--- src/hdl/lehm_pkg.sv ---
// shared types and constant tables for the lehmer unrank pipeline
`timescale 1ns / 1ps
`default_nettype none

package lehm_pkg;

   localparam int unsigned ElemCount = 8;
   localparam int unsigned StepCount = 7;

   localparam logic [15:0] RANK_LIMIT = 16'd40320;

   localparam logic STATUS_OK           = 1'b0;
   localparam logic STATUS_OUT_OF_RANGE = 1'b1;

   // multiples 1..7 of the factorial weight of each digit, 7! down to 0!
   localparam logic [15:0] DIGIT_STEP [ElemCount][StepCount] = '{
      '{16'd5040, 16'd10080, 16'd15120, 16'd20160, 16'd25200, 16'd30240, 16'd35280},
      '{16'd720,  16'd1440,  16'd2160,  16'd2880,  16'd3600,  16'd4320,  16'd5040},
      '{16'd120,  16'd240,   16'd360,   16'd480,   16'd600,   16'd720,   16'd840},
      '{16'd24,   16'd48,    16'd72,    16'd96,    16'd120,   16'd144,   16'd168},
      '{16'd6,    16'd12,    16'd18,    16'd24,    16'd30,    16'd36,    16'd42},
      '{16'd2,    16'd4,     16'd6,     16'd8,     16'd10,    16'd12,    16'd14},
      '{16'd1,    16'd2,     16'd3,     16'd4,     16'd5,     16'd6,     16'd7},
      '{16'd1,    16'd2,     16'd3,     16'd4,     16'd5,     16'd6,     16'd7}
   };

   // word carried from cell to cell
   typedef struct packed {
      logic             err;
      logic [15:0]      rest;
      logic [7:0][2:0]  pool;
      logic [7:0][2:0]  perm;
   } cell_data_type;

   // ordered list of unused elements at the head of the chain
   localparam logic [7:0][2:0] POOL_INIT = {3'd7, 3'd6, 3'd5, 3'd4, 3'd3, 3'd2, 3'd1, 3'd0};

endpackage

`default_nettype wire

--- src/hdl/permutation_lehmer_unrank_top.sv ---
// top level: eight-cell pipeline unranking a permutation of eight elements
//
//   channel | direction | words
//   req     | in        | rank_value (16 bits)
//   rsp     | out       | perm_0..perm_7 (3 bits each), status_code (1 bit)
//
// one word enters per cycle while the chain is not stalled; each result passes
// through the register of every digit cell in the chain.
// each cell holds its word until the next cell takes it, so a stall on rsp
// fills bubbles first and only then drops req_ready.
// reset empties the chain; no result is pending after it.
`timescale 1ns / 1ps
`default_nettype none

module permutation_lehmer_unrank_top (
   input  wire logic        clock,
   input  wire logic        reset,
   input  wire logic        req_valid,
   output logic             req_ready,
   input  wire logic [15:0] req_rank_value,
   output logic             rsp_valid,
   input  wire logic        rsp_ready,
   output logic [2:0]       rsp_perm_0,
   output logic [2:0]       rsp_perm_1,
   output logic [2:0]       rsp_perm_2,
   output logic [2:0]       rsp_perm_3,
   output logic [2:0]       rsp_perm_4,
   output logic [2:0]       rsp_perm_5,
   output logic [2:0]       rsp_perm_6,
   output logic [2:0]       rsp_perm_7,
   output logic             rsp_status_code
);

   lehm_pkg::cell_data_type chain_data  [lehm_pkg::ElemCount + 1];
   logic                    chain_valid [lehm_pkg::ElemCount + 1];
   logic                    chain_ready [lehm_pkg::ElemCount + 1];
   logic [7:0][2:0]         perm_out;

   // head of the chain: range check and fresh element list
   always_comb begin
      chain_data[0].err  = (req_rank_value >= lehm_pkg::RANK_LIMIT);
      chain_data[0].rest = req_rank_value;
      chain_data[0].pool = lehm_pkg::POOL_INIT;
      chain_data[0].perm = '0;
   end
   assign chain_valid[0] = req_valid;
   assign req_ready      = chain_ready[0];

   // row of digit cells, 7! weight first
   for (genvar i = 0; i < lehm_pkg::ElemCount; i++) begin : g_cell
      lehm_cell u_cell (
         .clock     (clock),
         .reset     (reset),
         .stage     (3'(i)),
         .in_valid  (chain_valid[i]),
         .in_ready  (chain_ready[i]),
         .in_data   (chain_data[i]),
         .out_valid (chain_valid[i + 1]),
         .out_ready (chain_ready[i + 1]),
         .out_data  (chain_data[i + 1])
      );
   end

   // tail of the chain: out-of-range words give all zeros
   assign rsp_valid                   = chain_valid[lehm_pkg::ElemCount];
   assign chain_ready[lehm_pkg::ElemCount] = rsp_ready;
   assign perm_out = chain_data[lehm_pkg::ElemCount].err ? '0
                                                          : chain_data[lehm_pkg::ElemCount].perm;
   assign rsp_status_code = chain_data[lehm_pkg::ElemCount].err ? lehm_pkg::STATUS_OUT_OF_RANGE
                                                                 : lehm_pkg::STATUS_OK;
   assign rsp_perm_0 = perm_out[0];
   assign rsp_perm_1 = perm_out[1];
   assign rsp_perm_2 = perm_out[2];
   assign rsp_perm_3 = perm_out[3];
   assign rsp_perm_4 = perm_out[4];
   assign rsp_perm_5 = perm_out[5];
   assign rsp_perm_6 = perm_out[6];
   assign rsp_perm_7 = perm_out[7];

endmodule

`default_nettype wire

--- src/hdl/lehm_cell.sv ---
// one digit cell: extracts a factorial digit, picks and removes one element
`timescale 1ns / 1ps
`default_nettype none

module lehm_cell (
   input  wire logic                    clock,
   input  wire logic                    reset,
   input  wire logic [2:0]              stage,
   input  wire logic                    in_valid,
   output logic                         in_ready,
   input  wire lehm_pkg::cell_data_type in_data,
   output logic                         out_valid,
   input  wire logic                    out_ready,
   output lehm_pkg::cell_data_type      out_data
);

   logic                    valid_ff;
   logic                    valid_in;
   lehm_pkg::cell_data_type data_ff;
   lehm_pkg::cell_data_type data_in;

   logic [2:0]  digit;
   logic [2:0]  digit_c;
   logic [3:0]  left;
   logic [15:0] sub;

   // digit by parallel compares against the weight multiples
   always_comb begin
      digit = 3'd0;
      for (int k = 0; k < lehm_pkg::StepCount; k++) begin
         if (in_data.rest >= lehm_pkg::DIGIT_STEP[stage][k]) begin
            digit = 3'(k + 1);
         end
      end
   end

   // remainder and clamp to the remaining list length
   always_comb begin
      sub     = (digit == 3'd0) ? 16'd0 : lehm_pkg::DIGIT_STEP[stage][digit - 3'd1];
      left    = 4'd8 - {1'b0, stage};
      digit_c = ({1'b0, digit} >= left) ? 3'(left - 4'd1) : digit;
   end

   // pick the element, close the gap in the list
   always_comb begin
      data_in      = in_data;
      data_in.rest = in_data.rest - sub;
      data_in.perm[stage] = in_data.pool[digit_c];
      for (int k = 0; k < lehm_pkg::ElemCount - 1; k++) begin
         data_in.pool[k] = (3'(k) < digit_c) ? in_data.pool[k] : in_data.pool[k + 1];
      end
   end

   // stage handshake
   assign in_ready = !valid_ff || out_ready;
   assign valid_in = in_ready ? in_valid : valid_ff;

   always_ff @(posedge clock) begin
      if (reset) begin
         valid_ff <= 1'b0;
      end else begin
         valid_ff <= valid_in;
      end
   end

   always_ff @(posedge clock) begin
      if (in_ready && in_valid) begin
         data_ff <= data_in;
      end
   end

   assign out_valid = valid_ff;
   assign out_data  = data_ff;

endmodule

`default_nettype wire

--- config.mk ---
export PLATFORM = sky130hd
export DESIGN_NAME = permutation_lehmer_unrank_top
export DESIGN_NICKNAME = d
export VERILOG_FILES = /design/src/hdl/lehm_pkg.sv /design/src/hdl/permutation_lehmer_unrank_top.sv /design/src/hdl/lehm_cell.sv
export SDC_FILE = /design/constraint.sdc
export NUM_CORES = 1
export LEC_CHECK = 0
export BUFFER_PORTS_ARGS = -buffer_cell sky130_fd_sc_hd__buf_2
export CORE_MARGIN = 2
export CORE_UTILIZATION = 30
export DETAILED_ROUTE_END_ITERATION = 8
export HOLD_SLACK_MARGIN = 0.03
export PLACE_DENSITY_LB_ADDON = 0.2
export SLEW_MARGIN = 20
export SYNTH_ARGS = -nofsm -noshare
export SYNTH_HDL_FRONTEND = slang
export SYNTH_SLANG_ARGS = --single-unit
--- constraint.sdc ---
create_clock -name clock -period 7.29 [get_ports clock]
set_clock_uncertainty 0.2 [all_clocks]
set_input_delay 2.187 -clock clock [delete_from_list [all_inputs] [get_ports clock]]
set_output_delay 2.187 -clock clock [all_outputs]
set_load 0.02 [all_outputs]
==> impl_metrics.py <==
metrics = {
    "status": {
        "status": "finished clean",
    },
    "layout": {
        "nets": 1342,
        "fin_util_pct": 34.9,
        "fill_cells": 4686,
        "antenna_cells": 0,
        "area_growth_pct": 14.3,
        "drive_above_1_share_pct": 12.8,
    },
    "die": {
        "die_area_um2": 50600,
        "rows": 80,
        "dieWidth_um": 225,
        "io_pins": 47,
        "fp.dieH_um": 225,
        "start_util_pct": 30.5,
        "core-area_um2": 47900,
    },
    "clock_tree": {
        "cts-htree-levels": 2,
        "cts_resized": 0,
        "clock-sinks": 289,
        "clk_latency_ns": 0.54,
        "hold_buffers": 0,
        "cts-buffers-inserted": 34,
        "path_clk_slew_ns": 0.06,
        "clock_path_buffers": 3,
        "cts_tree": "built",
        "cts_root_buf": "clkbuf_16",
        "cts_setup_buffers": 0,
    },
    "critical_path": {
        "critPathLaunchType": "input port",
        "worstPathRequired_ns": 4.90,
        "arrival_ns": 4.07,
        "r2r_slack_ns": 1.58,
        "cp_slowest_stage_delay_ns": 0.37,
        "end_kind": "output port",
        "path_class": "in -> out",
        "worstPathMaxFanout": 5,
        "crit_slowest_cell": "and2_1",
        "crit_chain": "buf_2 > nor2b_1 > and3_1 > and2_1 > nand3_1 > inv_1 > nand3_1 > buf_2",
    },
    "pwr": {
        "powerDensity_nw_per_um2": 259,
        "intPower_mw": 3.20,
        "clkPwrFrac_pct": 37.7,
        "swShare_pct": 26.2,
        "max-vdd-ir-drop_uv": 134,
        "comb_power_share_pct": 14.8,
        "p_sw_mw": 1.14,
        "seq_power_share_pct": 47.6,
        "p_total_mw": 4.34,
        "p_leak_nw": 6.22,
    },
    "yosys": {
        "netlist_area_um2": 14600,
        "synth_cells": 1196,
        "yosysSeqAreaShare_pct": 58.8,
        "post-synth-top-area-fraction_pct": 57.7,
        "synthArstFlopShare_pct": 0,
        "avgSynthCellArea_um2": 12.2,
        "synthFlopType": "edfxtp_1",
        "synthTopCellsByArea": "edfxtp_1 58%, ha_1 5.8%, nand2_1 2.4%, nor2_1 2.2%, nor2b_1 2.1%",
        "ys_warn_count": 0,
        "synth_commonest_cells": "281 x edfxtp_1, 92 x nand2_1, 86 x nor2_1",
        "ys_types": 85,
        "yosysMostFrequentCell": "edfxtp_1",
        "synth_edf_count": 281,
        "yosys_register_bits": 289,
        "synth_top_area_cell": "edfxtp_1",
    },
    "routing": {
        "detail-route-antenna-nets": 0,
        "via_per_inst": 4.63,
        "drc": 0,
        "vias": 8741,
        "drtIter0Drc": 515,
        "drt_pass1_iterations": 6,
        "wirelength_um": 26500,
        "wl_per_cell_um": 14.0,
    },
    "grt": {
        "grt_overflow": 0,
        "grt_first_pass_wirelength_um": 43900,
        "grt_usage_pct": 10.8,
        "grt_start_max_net_pins": 42,
        "antenna_found_initial": 0,
        "grt_pass1_vias": 8527,
    },
    "job": {
        "cap_violations": 0,
    },
    "sta": {
        "worstMarginPinSlew_ns": 0.869,
        "setup-tns-final_ns": 0,
        "grt_setup_unrepaired": "no",
        "maxSlewHeadroom_pct": 41.5,
        "hold_violations": 0,
        "setup_viol_count_final": 0,
        "fmax_mhz": 155,
        "finalCriticalPeriod_ns": 6.46,
        "finalCritPeriodShare_pct": 88.6,
        "drv_slew": 0,
    },
    "placement": {
        "port_buffers": 46,
        "gp_congestion": 0.796,
        "hpwl_um": 19500,
    },
    "min_path": {
        "hold_class": "reg -> reg",
    },
}
flip-flops by register name, indices dropped and copies added (netlist names):
| name | count |
|---|---|
| g_cell.u_cell.out_data | 281 |
| g_cell.u_cell.out_valid | 8 |
power groups by stage:
stage / registers [mW] / clock network (mW) / logic [mW]
6_report: 2.06 / 1.63 / 0.641
5_1_grt: 2.08 / 1.76 / 0.733
4_1_cts: 2.06 / 1.70 / 0.648
3_5_place_dp: 2.10 / 0 / 0.643
3_3_place_gp: 2.10 / 0 / 0.639
2_1_floorplan: 2.04 / 0 / 0.530
worst max-delay path, delay by kind of cell:
kind / cells / cell delay [ns]
buffers and inverters: 3 / 0.54
AND/OR/NAND/NOR: 5 / 1.33
cell type report:
| type | count | area, um2 | share of cell area [%] |
|---|---|---|---|
| flip-flops and latches | 289 | 8600 | 51.4 |
| multi-input cells | 801 | 5690 | 34.0 |
| clock buffers | 40 | 905 | 5.41 |
| well taps | 615 | 769 | 4.60 |
| repair buffers | 55 | 335 | 2.01 |
| inverters | 67 | 251 | 1.50 |
| clock inverters | 20 | 171 | 1.03 |
kinds of logic (layout without fill, tap and decap cells):
family	count (synthesis)	in the layout	synth area share (%)
multiplexers	65	65	4.99
XOR/XNOR	62	62	3.71
other	1	2	0.0256
AND/OR/NAND/NOR	376	376	13.0
buffers and inverters	107	182	2.83
AO/OA/AOI/OAI	222	222	10.0
flip-flops	289	289	58.8
adder cells (fa/ha/maj)	74	74	6.64
worst paths after layout:
kind / start / endpoint / cells after the start
min: g_cell[6].u_cell.out_data[15] / g_cell[7].u_cell.out_data[15] / 0
max: rsp_ready / req_ready / 8
max reg2reg: g_cell[1].u_cell.out_data[61] / g_cell[2].u_cell.out_data[61] / 21
min reg2reg: g_cell[6].u_cell.out_data[15] / g_cell[7].u_cell.out_data[15] / 0
routing by layer:
metal	up-vias	global-route usage, %	share of wire (%)
met1	4088	12.7	43
met2	110	18.9	50
met3	44	2.52	3.4
met5	-	0	0
li1	4499	-	-
met4	0	4.19	2.8
cell usage in the layout, fill, tap and decap left out, types with 8 or more instances in the layout:
cell / instances
edfxtp_1: 281
nand2_1: 92
nor2_1: 85
ha_1: 68
inv_1: 62
a21oi_1: 52
nor2b_1: 47
buf_2: 46
o21ai_0: 42
xnor2_1: 35
clkbuf_16: 35
nor3_1: 31
xor2_1: 27
mux2_1: 23
nand2b_1: 22
mux2i_1: 20
nand3_1: 19
mux2_2: 16
o21ai_1: 15
a21o_1: 11
a31oi_1: 9
a211oi_1: 9
and2_1: 9
clkinv_2: 9
or4_1: 8
nor4_1: 8
or3_1: 8
o21a_1: 8
dfxtp_1: 8
per-stage QoR:
step,hold slack (ns),setup slack (ns),area [um2],std cells
2_1_floorplan,0.200,0.918,14600,1197
3_3_place_gp,0.203,0.396,15600,1824
3_5_place_dp,0.205,0.304,15600,1824
4_1_cts,0.196,0.785,16700,1884
5_1_grt,0.204,0.472,16700,1887
6_report,0.202,0.833,16700,1887
(Power assumes the default switching activity.)
